==> src/rtl/ptpa_pkg.sv <==
`default_nettype none

package ptpa_pkg;

  localparam int PaletteDepthDefault = 256;

  localparam int CfgIdxW  = 1;
  localparam int CfgDataW = 9;

  localparam logic [CfgIdxW-1:0] CFG_PALETTE_COUNT     = 1'd0;
  localparam logic [CfgIdxW-1:0] CFG_TRANSPARENT_INDEX = 1'd1;

  localparam logic [8:0] PaletteCountReset     = 9'd256;
  localparam logic [8:0] TransparentIndexReset = 9'h1FF;

  typedef enum logic [0:0] {
    OP_LOAD  = 1'b0,
    OP_PIXEL = 1'b1
  } opcode_e;

  typedef struct packed {
    opcode_e    opcode;
    logic [7:0] color_index;
    logic [7:0] entry_alpha;
    logic [7:0] entry_red;
    logic [7:0] entry_green;
    logic [7:0] entry_blue;
  } in_item_t;

  typedef struct packed {
    logic [7:0] out_alpha;
    logic [7:0] out_red;
    logic [7:0] out_green;
    logic [7:0] out_blue;
  } out_item_t;

  typedef struct packed {
    logic [7:0] alpha;
    logic [7:0] red;
    logic [7:0] green;
    logic [7:0] blue;
  } palette_entry_t;

endpackage

`default_nettype wire

==> src/rtl/ptpa_premul.sv <==
`default_nettype none

module ptpa_premul (
  input  wire logic                     clk_i,
  input  wire logic                     rst_ni,
  input  wire logic                     valid_i,
  output logic                          stall_o,
  input  wire ptpa_pkg::palette_entry_t entry_i,
  input  wire logic                     zero_i,
  output logic                          valid_o,
  input  wire logic                     stall_i,
  output ptpa_pkg::out_item_t           item_o
);

  // floor(x / 255) for x <= 255*255
  function automatic logic [7:0] div255(input logic [15:0] x);
    logic [15:0] s;
    s = x + {8'd0, x[15:8]} + 16'd1;
    return s[15:8];
  endfunction

  logic                valid_q, valid_d;
  logic                ready;
  logic [7:0]          a_eff;
  logic [15:0]         prod_red, prod_green, prod_blue;
  ptpa_pkg::out_item_t item_q, item_d;

  assign ready   = !valid_q || !stall_i;
  assign stall_o = !ready;

  assign a_eff = zero_i ? 8'd0 : entry_i.alpha;

  assign prod_red   = {8'd0, a_eff} * {8'd0, entry_i.red};
  assign prod_green = {8'd0, a_eff} * {8'd0, entry_i.green};
  assign prod_blue  = {8'd0, a_eff} * {8'd0, entry_i.blue};

  assign item_d.out_alpha = a_eff;
  assign item_d.out_red   = div255(prod_red);
  assign item_d.out_green = div255(prod_green);
  assign item_d.out_blue  = div255(prod_blue);

  assign valid_d = ready ? valid_i : valid_q;

  always_ff @(posedge clk_i or negedge rst_ni) begin
    if (!rst_ni) begin
      valid_q <= 1'b0;
    end else begin
      valid_q <= valid_d;
    end
  end

  always_ff @(posedge clk_i) begin
    if (valid_i && ready) begin
      item_q <= item_d;
    end
  end

  assign valid_o = valid_q;
  assign item_o  = item_q;

endmodule

`default_nettype wire
==> config.mk <==
export PLATFORM = sky130hd
export DESIGN_NAME = ptpa_premul
export DESIGN_NICKNAME = d
export VERILOG_FILES = /design/src/rtl/ptpa_pkg.sv /design/src/rtl/ptpa_premul.sv
export SDC_FILE = /design/constraint.sdc
export NUM_CORES = 1
export LEC_CHECK = 0
export BUFFER_PORTS_ARGS = -buffer_cell sky130_fd_sc_hd__buf_4
export CAP_MARGIN = 20
export CORE_UTILIZATION = 55
export DETAILED_ROUTE_END_ITERATION = 10
export PLACE_DENSITY_LB_ADDON = 0.3
export SYNTH_ARGS = -nofsm -noshare
export SYNTH_HDL_FRONTEND = slang
export SYNTH_SLANG_ARGS = --single-unit
==> constraint.sdc <==
create_clock -name clk_i -period 3.3 [get_ports clk_i]
set_input_delay 0.165 -clock clk_i [delete_from_list [all_inputs] [get_ports clk_i]]
set_output_delay 0.165 -clock clk_i [all_outputs]
set_load 0.02 [all_outputs]
; ---- After elaboration in Yosys (flattened, before gate mapping)
; Cells that the tools add are included.
[word_totals]
regBits = 33
out_inout_bits = 34
wordCells = 20
[op_classes]
n_addsub = 6
multipliers = 3
mux = 1
reduce_logical = 5
[op_table]
columns = operator, n
row1 = $add A16 B1 Y16 const B, 3
row2 = $add A16 B8 Y16, 3
row3 = $mul A8 B8 Y16, 3
row4 = $mux W8, 1
row5 = $logic_not A1 Y1, 3
row6 = $logic_and A1 B1 Y1, 1
row7 = $logic_or A1 B1 Y1, 1

; ---- Longest topological paths before layout
; Gate-level depths: netlist of run 1.
[depth]
depth_word = 4
mapped_depth = 27
ltp_nobuf = 25

; ---- Worst setup path after synthesis of run 1
; OpenSTA, ideal clock, no wires.
[synth_path]
path_kind = input-to-reg
startpoint = in zero_i
endpoint = reg item_q, in the netlist item_o[6], data pin
setup_time_ns = 0.266
arrival_ns = 6.027
t_required_ns = 3.034
path_slack_ns = -2.994
cell_stages = 24
path_cell_list = clkbuf_1 > nor2b_1 > clkbuf_1 > nand2_1 > fa_1 > fa_1 > inv_1 > fa_1 > inv_1 > fa_1 > inv_1 > ha_1 > o21a_1 > a21oi_1 > o311ai_0 > ha_1 > o21a_1 > o21a_1 > o21a_1 > o22a_1 > or2_2 > a41oi_1 > nor2_1 > xor2_1
[synth_rtl]
columns = item, line_no
row1 = "start, declared", ptpa_premul.sv:9  ; input wire logic zero_i,
row2 = "end signal, assigned", ptpa_premul.sv:54  ; item_q <= item_d;
row3 = "end, declared", ptpa_premul.sv:26  ; ptpa_pkg::out_item_t item_q, item_d;

==> results.json, run 1 <==
{
  "status": "finished, violations left",
  "violations": "setup timing",
  "cts.sinks": 33,
  "avgSynthCellArea_sq_um": 9.15,
  "synth_top_cell_area_share": 0.251,
  "grt_first_pass_wirelength_mm": 37.5,
  "rsz0062_at_grt": "yes",
  "final_nets": 1509,
  "place_area_sq_um": 11200,
  "min_path_type": "input pin to flop",
  "synth.largest_area_cell": "fa_1",
  "synth_area_sq_um": 8620,
  "setup_violations": 24,
  "worstSetupEndpointType": "flop",
  "powerDensity_nw_per_um2": 433,
  "antenna_found_initial": 0,
  "slew_headroom": 0.309,
  "synth_edf_count": 32,
  "clkSlewWorstSetupHoldPaths_ns": 0.05,
  "ys_types": 62,
  "cap_violations": 0,
  "yosysWarnings": 0,
  "syn_to_final_growth_pct": 39.4,
  "die-area_sq_um": 16200,
  "synth_nets": 1214,
  "die_y_um": 127,
  "ant_nets": 0,
  "clockPowerShare": 0.096,
  "wl_mm": 23.9,
  "dp_worst_setup_slack_ns": -2.69,
  "dp_hpwl_mm": 18.2,
  "irDropWorstVdd_mv": 0.360,
  "first_pass_iters": 5,
  "leakage_nw": 6.26,
  "worstSetupStartpointType": "input pin",
  "die_w_um": 127,
  "cts_buffers": 5,
  "critPathRequiredTime_ns": 3.33,
  "cts_tree": "done",
  "finalHoldViolations": 0,
  "nFillCells": 909,
  "final_layout_size_suffix_gt1_frac": 0.353,
  "multi_input_area_sq_um": 7640,
  "final_cells": 1450,
  "coreArea_sq_um": 15300,
  "synthTopCellsByCount": "163 x and2_1, 160 x inv_1, 126 x ha_1",
  "tightest_slew_ns": 1.03,
  "setup_slack_ns": -2.33,
  "vias_per_cell": 5.38,
  "io_buffers": 70,
  "seq_area_sq_um": 986,
  "grt_max_degree": 33,
  "fin_crit_ns": 5.63,
  "dp_cells": 1409,
  "slew_violations": 0,
  "avgRoutedWirePerCell_um": 16.5,
  "drt_iter0_drc": 347,
  "stdcell_area_sq_um": 12000,
  "clock_latency_ns": 0.30,
  "synthFlopType": "edfxtp_1",
  "initial_core_util": 0.565,
  "switchingPower_mw": 2.26,
  "vias": 7806,
  "boundaryPins": 71,
  "grt_usage": 0.294,
  "yosysSeqAreaShare": 0.114,
  "fmax_mhz": 178,
  "synthTopCellsByArea": "fa_1 25%, ha_1 18%, and2_1 12%",
  "worst-path-max-fanout": 8,
  "skew_ns": 0.0192,
  "internal_power_mw": 2.95,
  "path_class": "input pin to flop",
  "placementRows": 45,
  "drcViolationCount": 0,
  "arrival_ns": 5.66,
  "cts_root_buffer": "clkbuf_16",
  "period_share": 1.70,
  "grt_pass1_vias": 8185,
  "globalRouteOverflowTotal": 0,
  "yosys_register_bits": 33,
  "antenna_cells": 0,
  "switching_share": 0.434,
  "p_seq_frac": 0.117,
  "routabilityCongestion": 0.885,
  "p_comb_frac": 0.788,
  "async_flop_share": 0.0303,
  "synth_cells": 943,
  "cts.path.max_buffers": 2,
  "h-tree-depth": 2,
  "synth.most_common_cell": "and2_1"
}
-- state kept, by name, summed over array words and instances, names as in the netlist --
| register | flops |
|---|---|
| item_o | 32 |
| valid_o | 1 |
-- per-stage QoR --
step	utilization	hold WS [ns]	setup TNS [ns]	total power [mW]
floorplan	-	-0.131	-51.12	2.86
global placement	0.736	-0.0588	-58.76	4.18
detailed placement	0.736	-0.0588	-61.67	4.30
CTS	0.769	0.0912	-50.30	4.99
global route	0.788	0.101	-56.32	5.58
finish	0.788	0.0899	-52.50	5.21
-- layout by cell type, fill, tap and decap left out, drive strengths merged, types with 4 or more instances in the layout --
cell      n
a211oi   10
buf     303
nand2b    6
or2       5
o21ai    17
nor2     32
a211o     4
a2111o    5
ha      126
o21a     14
and2    163
xnor2    32
a21oi    26
fa      108
inv     160
nand3     9
nor2b    15
a31oi     7
nor3b     6
a21o     17
a311oi    4
xor2     16
nor3     11
nand2    51
o211ai    5
and3      4
edfxtp   32
clkbuf    8
-- area by class of cell --
type                            count  share of cell area
Sequential cell                    33              0.0820
Clock buffer                        8              0.0122
Timing Repair Buffer              304               0.198
Tap cell                          211              0.0220
Multi-Input combinational cell    734               0.636
Inverter                          160              0.0500
-- worst max-delay path: stages --
cell and delay [ns]:
buf_12 0.13, nor2b_4 0.20, buf_4 0.18, nand2_1 0.08, fa_1 0.51, fa_1 0.54
inv_1 0.05, fa_1 0.47, inv_1 0.05, fa_1 0.50, inv_2 0.05, ha_4 0.22
o21a_4 0.13, a2111o_1 0.48, a31oi_4 0.23, xnor2_2 0.17, ha_1 0.27, o21a_1 0.11
o21a_1 0.18, o22a_1 0.22, or2_4 0.26, a41oi_4 0.23, nor2_1 0.09, xor2_1 0.15
-- power groups by stage --
stage               Clock (mW)  Combinational, mW  Sequential (mW)
floorplan                    0               2.15            0.711
global placement             0               3.57            0.615
detailed placement           0               3.69            0.615
CTS                      0.502               3.88            0.608
global route             0.514               4.45            0.613
finish                   0.498               4.10            0.607
-- path summary, 6_finish.rpt --
kind	slack [ns]	startpoint	cells past startpoint	to
max	-2.33	zero_i	24	item_o[2]
min	0.09	valid_i	2	valid_o
max reg2reg	1.52	valid_o	2	item_o[19]
min reg2reg	0.72	valid_o	2	valid_o
max in group asynchronous	3.02	rst_ni	2	valid_o
min in group asynchronous	0.20	rst_ni	2	valid_o
-- kinds of logic (layout without fill, tap and decap cells) --
| logic type | after synthesis | count (layout) | synth area share |
|---|---|---|---|
| adder cells (fa/ha/maj) | 234 | 234 | 0.433 |
| AO/OA/AOI/OAI | 132 | 132 | 0.113 |
| buffers and inverters | 178 | 472 | 0.0775 |
| AND/OR/NAND/NOR | 314 | 316 | 0.204 |
| flip-flops | 33 | 33 | 0.114 |
| multiplexers | 1 | 1 | 0.00116 |
| XOR/XNOR | 51 | 51 | 0.0567 |
-- layer usage --
metal	GRT usage	share of wire	vias up
li1	-	-	3691
met1	0.332	0.39	3771
met2	0.559	0.52	242
met3	0.0377	0.044	102
met4	0.120	0.046	0
met5	0	0	-
-- what timing repair did --
item / CTS / global route
hold buffers: 1 / 0
hold endpoints to repair: 1 / 0
setup endpoints to repair: 24 / 24
buffers inserted: 17 / 13
cloned: 2 / 0
gates resized for setup: 44 / 50
pin swaps: 28 / 37
(Power assumes the default switching activity.)
==> run 2, diff against run 1 <==
--- a/config.mk
+++ b/config.mk
@@ -7,6 +7,7 @@
 export LEC_CHECK = 0
 export BUFFER_PORTS_ARGS = -buffer_cell sky130_fd_sc_hd__buf_4
 export CAP_MARGIN = 20
+export CORE_MARGIN = 2
 export CORE_UTILIZATION = 55
 export DETAILED_ROUTE_END_ITERATION = 10
 export PLACE_DENSITY_LB_ADDON = 0.3
==> results.json, run 2 (same netlist as run 1, synthesis figures left out) <==
{
  "status": "finished, violations left",
  "violations": "setup timing",
  "worstSetupEndpointType": "flop",
  "grt_first_pass_wirelength_mm": 36.5,
  "dp_worst_setup_slack_ns": -2.72,
  "placementRows": 45,
  "path_buf_inv": 5,
  "grt_pass1_vias": 8102,
  "rsz0062_at_grt": "yes",
  "grt_max_degree": 33,
  "drcViolationCount": 0,
  "critPathRequiredTime_ns": 3.34,
  "initial_core_util": 0.565,
  "slew_violations": 0,
  "avgRoutedWirePerCell_um": 15.8,
  "first_pass_iters": 5,
  "min_path_type": "input pin to flop",
  "cap_violations": 0,
  "worst-path-max-fanout": 8,
  "cts_tree": "done",
  "finalHoldViolations": 0,
  "whs_ns": 0.0918,
  "cts_buffers": 5,
  "final_common_cell": "buf_4",
  "dp_hpwl_mm": 17.3,
  "setup_slack_ns": -2.29,
  "largest_register_ff_count": 32,
  "final_nets": 1514,
  "setup_violations": 24,
  "slew_headroom": 0.308,
  "worstSetupStartpointType": "input pin",
  "routabilityCongestion": 0.903,
  "cts.path.max_buffers": 2,
  "vias_per_cell": 5.31,
  "cts_root_buffer": "clkbuf_16",
  "cts.sinks": 33,
  "path_delay_family": "adder cells",
  "r2r_end": "item_o[17]",
  "fin_crit_ns": 5.59,
  "p_total_mw": 5.25,
  "clock_latency_ns": 0.31,
  "ant_nets": 0,
  "cp-endpoint": "item_o[4]",
  "leakage_nw": 6.32,
  "final_cells": 1455,
  "clkSlewWorstSetupHoldPaths_ns": 0.05,
  "period_share": 1.69,
  "antenna_found_initial": 0,
  "die-area_sq_um": 16700,
  "place_area_sq_um": 11200,
  "skew_ns": 0.0158,
  "final_layout_size_suffix_gt1_frac": 0.349,
  "stdcell_area_sq_um": 12000,
  "tightest_slew_ns": 1.04,
  "boundaryPins": 71,
  "vias": 7733,
  "h-tree-depth": 2,
  "crit_top_cell": "fa_1",
  "syn_to_final_growth_pct": 39.7,
  "irDropWorstVdd_mv": 0.369,
  "die_w_um": 129,
  "reg2reg_depth": 2,
  "wl_mm": 23.0,
  "reg2reg_setup_slack_ns": 1.52,
  "slowest_stage": "fa_1",
  "arrival_ns": 5.63,
  "path_class": "input pin to flop",
  "timing.rr.start": "valid_o",
  "fmax_mhz": 179,
  "drt_iter0_drc": 335,
  "powerDensity_nw_per_um2": 436,
  "coreArea_sq_um": 15300,
  "cp_num_cells": 25,
  "slowest_delay_ns": 0.53,
  "mostFrequentLayoutCells": "288 x buf_4, 156 x and2_1, 152 x inv_1",
  "grt_usage": 0.274,
  "critPathLaunch": "zero_i",
  "io_buffers": 70,
  "antenna_cells": 0,
  "globalRouteOverflowTotal": 0,
  "dp_cells": 1406,
  "die_y_um": 129
}
## run 2: routing by layer
layer  vias to the layer above  part of all wire  track usage
li1                       3704                 -            -
met1                      3742              0.41        0.317
met2                       219              0.51        0.515
met3                        68             0.041       0.0339
met4                         0             0.041        0.103
met5                         -                 0            0
## run 2: worst reg2reg max path, stage by stage, from the launching register on
cell and delay [ns]:
dfrtp_1 0.37, and2_1 0.20, nor2b_4 0.82
## run 2: worst min path at each step
stage                       start  endpoint  slack (ns)  depth (start not counted)
after floorplan            rst_ni   valid_o       -0.13                          0
after global placement     rst_ni   valid_o       -0.06                          1
after detailed placement   rst_ni   valid_o       -0.06                          1
after CTS                 valid_i   valid_o        0.09                          2
after global routing      valid_i   valid_o        0.09                          2
final                     valid_i   valid_o        0.09                          2
## run 2: what timing repair did
action | 4_1_cts | 5_1_grt
setup buffers | 24 | 15
hold buffers | 1 | 0
pin swaps | 40 | 40
endpoints found under the hold margin | 1 | 0
resized for setup | 32 | 48
endpoints found under the setup margin | 24 | 24
cloned | 2 | 1
## run 2: area by class of cell
type / instances / area, sq um
inverter: 160 / 601
timing repair buffer: 309 / 2440
multi-input combinational: 734 / 7590
clock inverter: 3 / 46.3
fill: 948 / 3210
sequential: 33 / 986
clock buffer: 5 / 125
tap: 211 / 264
## run 2: power by group
group          total (mW)  internal [mW]  switching [mW]
Clock               0.567          0.358           0.209
Sequential          0.608          0.586          0.0216
Combinational        4.07           2.07            2.00
## run 2: per-stage QoR
step | util | setup TNS, ns
detailed placement | 0.734 | -61.43
CTS | 0.767 | -51.28
global route | 0.790 | -57.61
finish | 0.790 | -52.52
global placement | 0.734 | -59.18
floorplan | - | -51.12
==> run 3, diff against run 2 <==
--- a/config.mk
+++ b/config.mk
@@ -6,10 +6,10 @@
 export NUM_CORES = 1
 export LEC_CHECK = 0
 export BUFFER_PORTS_ARGS = -buffer_cell sky130_fd_sc_hd__buf_4
-export CAP_MARGIN = 20
 export CORE_MARGIN = 2
-export CORE_UTILIZATION = 55
+export CORE_UTILIZATION = 45
 export DETAILED_ROUTE_END_ITERATION = 10
+export MAX_ROUTING_LAYER = met4
 export PLACE_DENSITY_LB_ADDON = 0.3
 export SYNTH_ARGS = -nofsm -noshare
 export SYNTH_HDL_FRONTEND = slang
==> results.json, run 3 (same netlist as run 1, synthesis figures left out) <==
{
  "fin_tns_setup_ns": -52.42,
  "worst-path-max-fanout": 8,
  "fin_crit_ns": 5.57,
  "rsz0062_at_grt": "yes",
  "cts_tree": "done",
  "postLayoutCoreUtil": 0.649,
  "boundaryPins": 71,
  "critPathRequiredTime_ns": 3.33,
  "syn_to_final_growth_pct": 41.2,
  "wl_met3_um": 733,
  "grt_pass1_vias": 8228,
  "initial_core_util": 0.460,
  "worstSetupEndpointType": "flop",
  "first_pass_iters": 4,
  "tightest_slew_ns": 1.02,
  "cts_buffers": 5,
  "wl_met2_mm": 11.3,
  "path_buf_inv": 4,
  "status": "finished, violations left",
  "setup_slack_ns": -2.27,
  "clkSlewWorstSetupHoldPaths_ns": 0.05,
  "die_y_um": 142,
  "placementRows": 50,
  "io_buffers": 70,
  "min_path_type": "input pin to flop",
  "worstSetupStartpointType": "input pin",
  "slowest_stage": "fa_1",
  "powerDensity_nw_per_um2": 439,
  "slowest_delay_ns": 0.49,
  "final_layout_size_suffix_gt1_frac": 0.359,
  "drcViolationCount": 0,
  "grt_usage": 0.236,
  "dp_hpwl_mm": 17.6,
  "setup_violations": 24,
  "cts.path.max_buffers": 2,
  "mostFrequentLayoutCells": "284 x buf_4, 155 x and2_1, 150 x inv_1",
  "die_w_um": 142,
  "slew_violations": 0,
  "antenna_cells": 0,
  "whs_ns": 0.0815,
  "path_cells": "buf_12 -> nor2b_4 -> buf_6 -> and2_1 -> fa_1 -> fa_1 -> fa_1 -> inv_1 -> fa_1 -> inv_1 -> ha_1 -> a2111o_1 -> a21o_1 -> nand2_2 -> xnor2_2 -> ha_1 -> o21a_1 -> o21a_1 -> o21a_1 -> o22a_1 -> or2_4 -> a41oi_4 -> nor2_1 -> xor2_1",
  "path_delay_family": "adder cells",
  "grt_max_degree": 33,
  "p_total_mw": 5.35,
  "cts_root_buffer": "clkbuf_16",
  "finalHoldViolations": 0,
  "dp_worst_setup_slack_ns": -2.73,
  "reg2reg_setup_slack_ns": 1.54,
  "irDropWorstVdd_mv": 0.419,
  "die-area_sq_um": 20300,
  "vias": 7606,
  "routed.top_layer": "met4",
  "avgRoutedWirePerCell_um": 15.0,
  "leakage_nw": 6.35,
  "fmax_mhz": 180,
  "drt_iter0_drc": 243,
  "h-tree-depth": 2,
  "vias_per_cell": 5.15,
  "clock_latency_ns": 0.31,
  "cts.sinks": 33,
  "arrival_ns": 5.60,
  "grt_first_pass_wirelength_mm": 37.6,
  "final_nets": 1514,
  "drt-met1-wl_mm": 9.49,
  "antenna_found_initial": 0,
  "slew_headroom": 0.320,
  "skew_ns": 0.0260,
  "wl_mm": 22.1,
  "globalRouteOverflowTotal": 0,
  "violations": "setup timing",
  "crit_top_cell": "fa_1",
  "routabilityCongestion": 0.860,
  "ant_nets": 0,
  "path_class": "input pin to flop",
  "period_share": 1.69,
  "cap_violations": 0,
  "nFillCells": 1504,
  "largest_register_ff_count": 32,
  "final_common_cell": "buf_4",
  "coreArea_sq_um": 18800
}
## run 3: cell count changes in the layout (fill, tap and decap cells not counted), sizes merged
cell,before,now
clkinv,1,2
clkbuf,6,5
bufinv,1,0
buf,307,308
## run 3: routing by layer
layer / GRT usage / vias up
met5: - / -
met2: 0.419 / 143
met1: 0.278 / 3718
li1: - / 3695
met3: 0.0316 / 50
met4: 0.0745 / 0
## run 3: through the flow
stage,instance area [sq um],instances
after floorplan,9120,943
after global placement,11300,1430
after detailed placement,11300,1430
after CTS,11900,1467
after global routing,12200,1478
final,12200,1478
## run 3: path summary, 6_finish.rpt
path,to,startpoint,depth (start not counted)
min in group asynchronous,valid_o,rst_ni,2
min,valid_o,valid_i,2
max reg2reg,item_o[19],valid_o,2
max,item_o[2],zero_i,24
min reg2reg,valid_o,valid_o,2
max in group asynchronous,valid_o,rst_ni,2
## run 3: timing repair
item                                   in CTS  in global routing
hold buffers                                1                  0
pin swaps                                  39                 49
cloned                                      2                  0
setup endpoints to repair                  24                 24
endpoints found under the hold margin       1                  0
buffers inserted                           26                 11
resized for setup                          54                 48
## run 3: cell type report
cell class | instances | area [sq um] | share of cell area
clock inverters | 3 | 17.5 | 0.00144
well taps | 234 | 293 | 0.0240
multi-input cells | 734 | 7680 | 0.631
inverters | 160 | 601 | 0.0493
repair buffers | 309 | 2470 | 0.203
clock buffers | 5 | 125 | 0.0103
flip-flops and latches | 33 | 986 | 0.0810
## run 3: where the power goes
| part | switching (mW) | internal, mW | leakage (nW) |
|---|---|---|---|
| Combinational | 2.04 | 2.20 | 5.96 |
| Sequential | 0.0217 | 0.586 | 0.322 |
| Clock | 0.222 | 0.278 | 0.0696 |
